===== src/sv/cgs_pkg.sv =====
`timescale 1ns / 1ps

package cgs_pkg;

    localparam int MAX_COLUMNS     = 4096;
    localparam int MAX_ROWS        = 1024;
    localparam int MAX_HALF_WINDOW = 1023;

    localparam int COL_AW     = 12;
    localparam int COL_W      = 13;
    localparam int CNT_W      = 11;
    localparam int ROW_W      = 10;
    localparam int HW_W       = 10;
    localparam int BIN_W      = 13;
    localparam int HIST_AW    = 11;
    localparam int HIST_DEPTH = MAX_ROWS + 1;
    localparam int SUM_W      = 22;
    localparam int REM_W      = 24;
    localparam int DEN_W      = 12;
    localparam int J_W        = 15;
    localparam int K_W        = 4;

    localparam int IN_W  = 24;
    localparam int OUT_W = 56;
    localparam int AW    = 4;
    localparam int DW    = 32;

    localparam logic [2:0] REQ_LOAD  = 3'd0;
    localparam logic [2:0] REQ_FIN   = 3'd1;
    localparam logic [2:0] REQ_RDCOL = 3'd2;
    localparam logic [2:0] REQ_RDBIN = 3'd3;
    localparam logic [2:0] REQ_CLEAR = 3'd4;

    localparam logic [1:0] REG_DATA_TYPE = 2'd0;
    localparam logic [1:0] REG_NUM_ROWS  = 2'd1;
    localparam logic [1:0] REG_NUM_COLS  = 2'd2;
    localparam logic [1:0] REG_HALF_WIN  = 2'd3;

    localparam logic [7:0] GAP_CHAR = 8'h2D;
    localparam logic [7:0] INDET_AA = 8'h58;
    localparam logic [7:0] INDET_NT = 8'h4E;

    typedef enum logic [1:0] {
        ST_OK     = 2'd0,
        ST_FULL   = 2'd1,
        ST_REJECT = 2'd2,
        ST_RANGE  = 2'd3
    } t_status;

    typedef enum logic [4:0] {
        OP_NONE,
        OP_CAPTURE,
        OP_LOAD,
        OP_HINC,
        OP_RD,
        OP_CLR,
        OP_HCLR,
        OP_FIN_INIT,
        OP_SUM_RD,
        OP_SUM_ACC,
        OP_DIV_INIT,
        OP_DIV_STEP,
        OP_WIN_WR,
        OP_ADD_RD,
        OP_ADD_ACC,
        OP_SUB_RD,
        OP_SUB_ACC,
        OP_RESULT
    } t_op;

    typedef struct packed {
        t_op     op;
        t_status status;
    } t_dp_cmd;

    typedef struct packed {
        logic [2:0] req;
        logic       load_full;
        logic       col_close;
        logic       fin_ok;
        logic       rng_bad;
        logic       hclr_last;
        logic       sum_last;
        logic       div_last;
        logic       win_last;
        logic       out_space;
    } t_dp_stat;

endpackage


===== src/sv/cgs_controller.sv =====
`timescale 1ns / 1ps

module cgs_controller (
    input  logic              i_clk,
    input  logic              i_rst_n,
    input  logic              i_in_valid,
    output logic              o_in_ready,
    input  cgs_pkg::t_dp_stat i_stat,
    output cgs_pkg::t_dp_cmd  o_cmd
);
    import cgs_pkg::*;

    typedef enum logic [4:0] {
        S_RCLR,
        S_IDLE,
        S_DISPATCH,
        S_HINC,
        S_CCLR,
        S_FCLR,
        S_SUM_RD,
        S_SUM_ACC,
        S_DIV_INIT,
        S_DIV_STEP,
        S_WIN_WR,
        S_WIN_INC,
        S_ADD_RD,
        S_ADD_ACC,
        S_SUB_RD,
        S_SUB_ACC,
        S_RESULT
    } t_state;

    t_state  r_state, n_state;
    t_status r_st, n_st;

    always_ff @(posedge i_clk) begin
        if (!i_rst_n) begin
            r_state <= S_RCLR;
            r_st    <= ST_OK;
        end else begin
            r_state <= n_state;
            r_st    <= n_st;
        end
    end

    assign o_in_ready = (r_state == S_IDLE);

    always_comb begin
        n_state      = r_state;
        n_st         = r_st;
        o_cmd.op     = OP_NONE;
        o_cmd.status = r_st;
        case (r_state)
            S_RCLR: begin
                o_cmd.op = OP_HCLR;
                if (i_stat.hclr_last) begin
                    n_state = S_IDLE;
                end
            end
            S_IDLE: begin
                if (i_in_valid) begin
                    o_cmd.op = OP_CAPTURE;
                    n_state  = S_DISPATCH;
                end
            end
            S_DISPATCH: begin
                n_st    = ST_OK;
                n_state = S_RESULT;
                case (i_stat.req)
                    REQ_LOAD: begin
                        if (i_stat.load_full) begin
                            n_st = ST_FULL;
                        end else begin
                            o_cmd.op = OP_LOAD;
                            if (i_stat.col_close) begin
                                n_state = S_HINC;
                            end
                        end
                    end
                    REQ_FIN: begin
                        if (!i_stat.fin_ok) begin
                            n_st = ST_REJECT;
                        end else begin
                            o_cmd.op = OP_FIN_INIT;
                            n_state  = S_FCLR;
                        end
                    end
                    REQ_RDCOL, REQ_RDBIN: begin
                        if (i_stat.rng_bad) begin
                            n_st = ST_RANGE;
                        end else begin
                            o_cmd.op = OP_RD;
                        end
                    end
                    REQ_CLEAR: begin
                        o_cmd.op = OP_CLR;
                        n_state  = S_CCLR;
                    end
                    default: ;
                endcase
            end
            S_HINC: begin
                o_cmd.op = OP_HINC;
                n_state  = S_RESULT;
            end
            S_CCLR: begin
                o_cmd.op = OP_HCLR;
                if (i_stat.hclr_last) begin
                    n_state = S_RESULT;
                end
            end
            S_FCLR: begin
                o_cmd.op = OP_HCLR;
                if (i_stat.hclr_last) begin
                    n_state = S_SUM_RD;
                end
            end
            S_SUM_RD: begin
                o_cmd.op = OP_SUM_RD;
                n_state  = S_SUM_ACC;
            end
            S_SUM_ACC: begin
                o_cmd.op = OP_SUM_ACC;
                n_state  = i_stat.sum_last ? S_DIV_INIT : S_SUM_RD;
            end
            S_DIV_INIT: begin
                o_cmd.op = OP_DIV_INIT;
                n_state  = S_DIV_STEP;
            end
            S_DIV_STEP: begin
                o_cmd.op = OP_DIV_STEP;
                if (i_stat.div_last) begin
                    n_state = S_WIN_WR;
                end
            end
            S_WIN_WR: begin
                o_cmd.op = OP_WIN_WR;
                n_state  = S_WIN_INC;
            end
            S_WIN_INC: begin
                o_cmd.op = OP_HINC;
                n_state  = i_stat.win_last ? S_RESULT : S_ADD_RD;
            end
            S_ADD_RD: begin
                o_cmd.op = OP_ADD_RD;
                n_state  = S_ADD_ACC;
            end
            S_ADD_ACC: begin
                o_cmd.op = OP_ADD_ACC;
                n_state  = S_SUB_RD;
            end
            S_SUB_RD: begin
                o_cmd.op = OP_SUB_RD;
                n_state  = S_SUB_ACC;
            end
            S_SUB_ACC: begin
                o_cmd.op = OP_SUB_ACC;
                n_state  = S_DIV_INIT;
            end
            S_RESULT: begin
                if (i_stat.out_space) begin
                    o_cmd.op = OP_RESULT;
                    n_state  = S_IDLE;
                end
            end
            default: begin
                n_state = S_IDLE;
            end
        endcase
    end

endmodule

===== config.mk =====
export PLATFORM = sky130hd
export DESIGN_NAME = cgs_controller
export DESIGN_NICKNAME = d
export VERILOG_FILES = /design/src/sv/cgs_pkg.sv /design/src/sv/cgs_controller.sv
export SDC_FILE = /design/constraint.sdc
export NUM_CORES = 1
export LEC_CHECK = 0
export BUFFER_PORTS_ARGS = -buffer_cell sky130_fd_sc_hd__buf_2
export CORE_MARGIN = 4
export CORE_UTILIZATION = 50
export CTS_BUF_LIST = sky130_fd_sc_hd__clkbuf_8
export DETAILED_ROUTE_END_ITERATION = 8
export PLACE_DENSITY = 0.73
export SKIP_CTS_REPAIR_TIMING = 1
export SLEW_MARGIN = 10
export SYNTH_ARGS = -nofsm -noshare
export SYNTH_HDL_FRONTEND = slang
export SYNTH_SLANG_ARGS = --single-unit

===== constraint.sdc =====
create_clock -name i_clk -period 1.65 [get_ports i_clk]
set_input_delay 0.33 -clock i_clk [delete_from_list [all_inputs] [get_ports i_clk]]
set_output_delay 0.33 -clock i_clk [all_outputs]
set_load 0.01 [all_outputs]

==> impl_metrics.toml <==
[outcome]
status = "complete, but fails checks"
violations = "negative setup slack"

[timing]
period_share = 1.132
slew_viol_final = 0
final_hold_viol_count = 0
relSlewSlack = 0.7719
fin_ws_ns = -0.2180
fmax_ghz = 0.5353
rsz0062_at_grt = "true"
tightest_slew_ns = 0.3376
skew_ns = 0.002909
finalCriticalPeriod_ns = 1.868
holdWs_ns = 0.3715
setup_violations = 4

[routing]
post-route-drc-count = 0
drt_iter0_drc = 35
drt_pass1_iterations = 4
via_per_inst = 6.203
vias = 1098
wl_um = 2979
antenna_left = 0
routedWlPerCell_um = 16.83

[synthesis]
yosysMostFrequentCell = "a21oi_1"
synthSimpleGateAreaFrac = 0.3411
synthMuxAreaShare = 0.04644
synth_flop_cell = "dfxtp_1"
yosysTopAreaCellShare = 0.1626
synthAdderAreaFrac = 0
synth_cells = 120
synth_area_um2 = 862.1
synth_seq_area_share = 0.1626
yosysTopAreaCell = "dfxtp_1"
ys_types = 45
ys_warn_count = 0
avgSynthCellArea_um2 = 7.184
synth_area_leaders = "dfxtp_1, a21oi_1, nor2_1"
ys_seq_elements = 7
synthTopCellsByCount = "a21oi_1, nor2_1, nand2_1"
synth_top_family_by_area = "compound AO/OA/AOI/OAI gates"
synth_xor_area_frac = 0.01016
synth_edf_count = 0
synth-compound-area-share = 0.3570
synth_nets = 135
async_flop_share = 0

[floorplan]
die_h_um = 49.52
start_util = 0.5530
ios = 23
die_area_mm2 = 0.002452
core.rowCount = 14
die_w_um = 49.52
core-area_mm2 = 0.001559

[placement]
dp_slack_ns = -0.03473
hpwl_um = 2007
port_buffers = 22
place_inst = 167
gp_routability_congestion = 0.9258

[power]
swShare = 0.3453
ir_worst_vdd_uv = 803.2
switchingPower_mw = 0.2747
combinationalPowerShare = 0.469
power_mw = 0.7955
p_per_area_mw_per_mm2 = 613.1
clock_power_share = 0.284
cell_internal_pwr_mw = 0.5208
cellLeakagePower_nw = 0.5425
p_seq_frac = 0.247

[global_route]
use_met3 = 0.01506
grt.overflow.total = 0
antenna_found_initial = 0
met2_usage = 0.3590
grt_max_degree = 15
grtUsageTotal = 0.2168
grt_pass1_vias = 937
use_met1 = 0.2802
grt_pass1_wl_um = 4215
busiest_layer = "met2"

[clocking]
cts.sinks = 7
cts_buffers = 3
clockBufferDepth = 2
insertion_delay_ns = 0.22
h-tree-depth = 1
cts_root_buf = "clkbuf_8"
cts_tree = "built"
clkTransAtPathRegs_ns = 0.04

[setup_path]
path_max_fanout = 4
crit_type = "flop to output port"
worstPathRequired_ns = 1.32
worstSetupStartpointType = "flop"
crit_arrival_ns = 1.54
endpoint_kind = "output port"

[cells_and_area]
n_antenna_cell = 0
drive_gt1_frac = 0.4783
final_nets = 177
syn_to_final_growth_pct = 50.51
finalNonFillerCells = 177
fin_util = 0.8323

[hold_path]
worstHoldPathType = "input pin to flop"

[run]
drv_cap = 0
-- worst paths after layout --
path | start | end | slack (ns) | cells past startpoint
min | i_rst_n | r_state[4] | 0.37 | 2
min reg2reg | r_st[0] | r_st[0] | 0.48 | 2
max reg2reg | r_state[1] | r_state[0] | 0.03 | 7
max | r_state[1] | o_cmd[4] | -0.22 | 7
-- cell type report --
type | count | area (µm²)
tap | 16 | 20.02
inverter | 4 | 15.01
clock inverter | 1 | 3.754
multi-input combinational | 99 | 747.0
timing repair buffer | 47 | 315.3
clock buffer | 3 | 41.29
sequential | 7 | 155.1
fill | 90 | 261.5
-- per-stage QoR --
step | TNS (ns) | area, µm²
after floorplan | 0 | 867.1
after global placement | -0.03686 | 1084
after detailed placement | -0.06943 | 1084
after CTS | -1.033 | 1129
after global routing | -0.9949 | 1297
final | -0.5749 | 1297
-- layout by cell type (no fill, tap or decap), drive strengths merged, types with 3 or more instances in the layout --
master and count:
o21ai 4, nor2b 3, nand2 9, nor3 3, buf 47, mux2i 4, nor2 12, clkbuf 3
a21oi 13, inv 5, dfxtp 7, nand2b 6, a211oi 5
-- power by group through the flow --
stage / combinational, mW / sequential [mW] / clock, mW
after floorplan: 0.195 / 0.187 / 0
after global routing: 0.398 / 0.197 / 0.244
after global placement: 0.288 / 0.196 / 0
final: 0.373 / 0.197 / 0.226
after CTS: 0.299 / 0.195 / 0.236
after detailed placement: 0.294 / 0.198 / 0
-- flip-flops by register name, indices dropped and copies added, names as in the netlist --
register,cells
r_st,2
r_state,5
-- worst max-delay path, cell delays in order (launching register included) --
cell and delay (ns):
dfxtp_4 0.35, buf_4 0.13, buf_6 0.10, or2_4 0.25
a21oi_2 0.15, nor2_1 0.06, a21oi_1 0.13, buf_2 0.15
-- cells by family after synthesis --
group | after synthesis
simple gates | 51
compound gates | 43
buf+inv | 14
flops | 7
mux | 4
xor+xnor | 1
-- layer usage --
metal,wire length (µm),vias up
met1,1274,498
met5,0,-
met3,125,10
met4,104,0
li1,-,542
met2,1474,48
(Power assumes the default switching activity.)
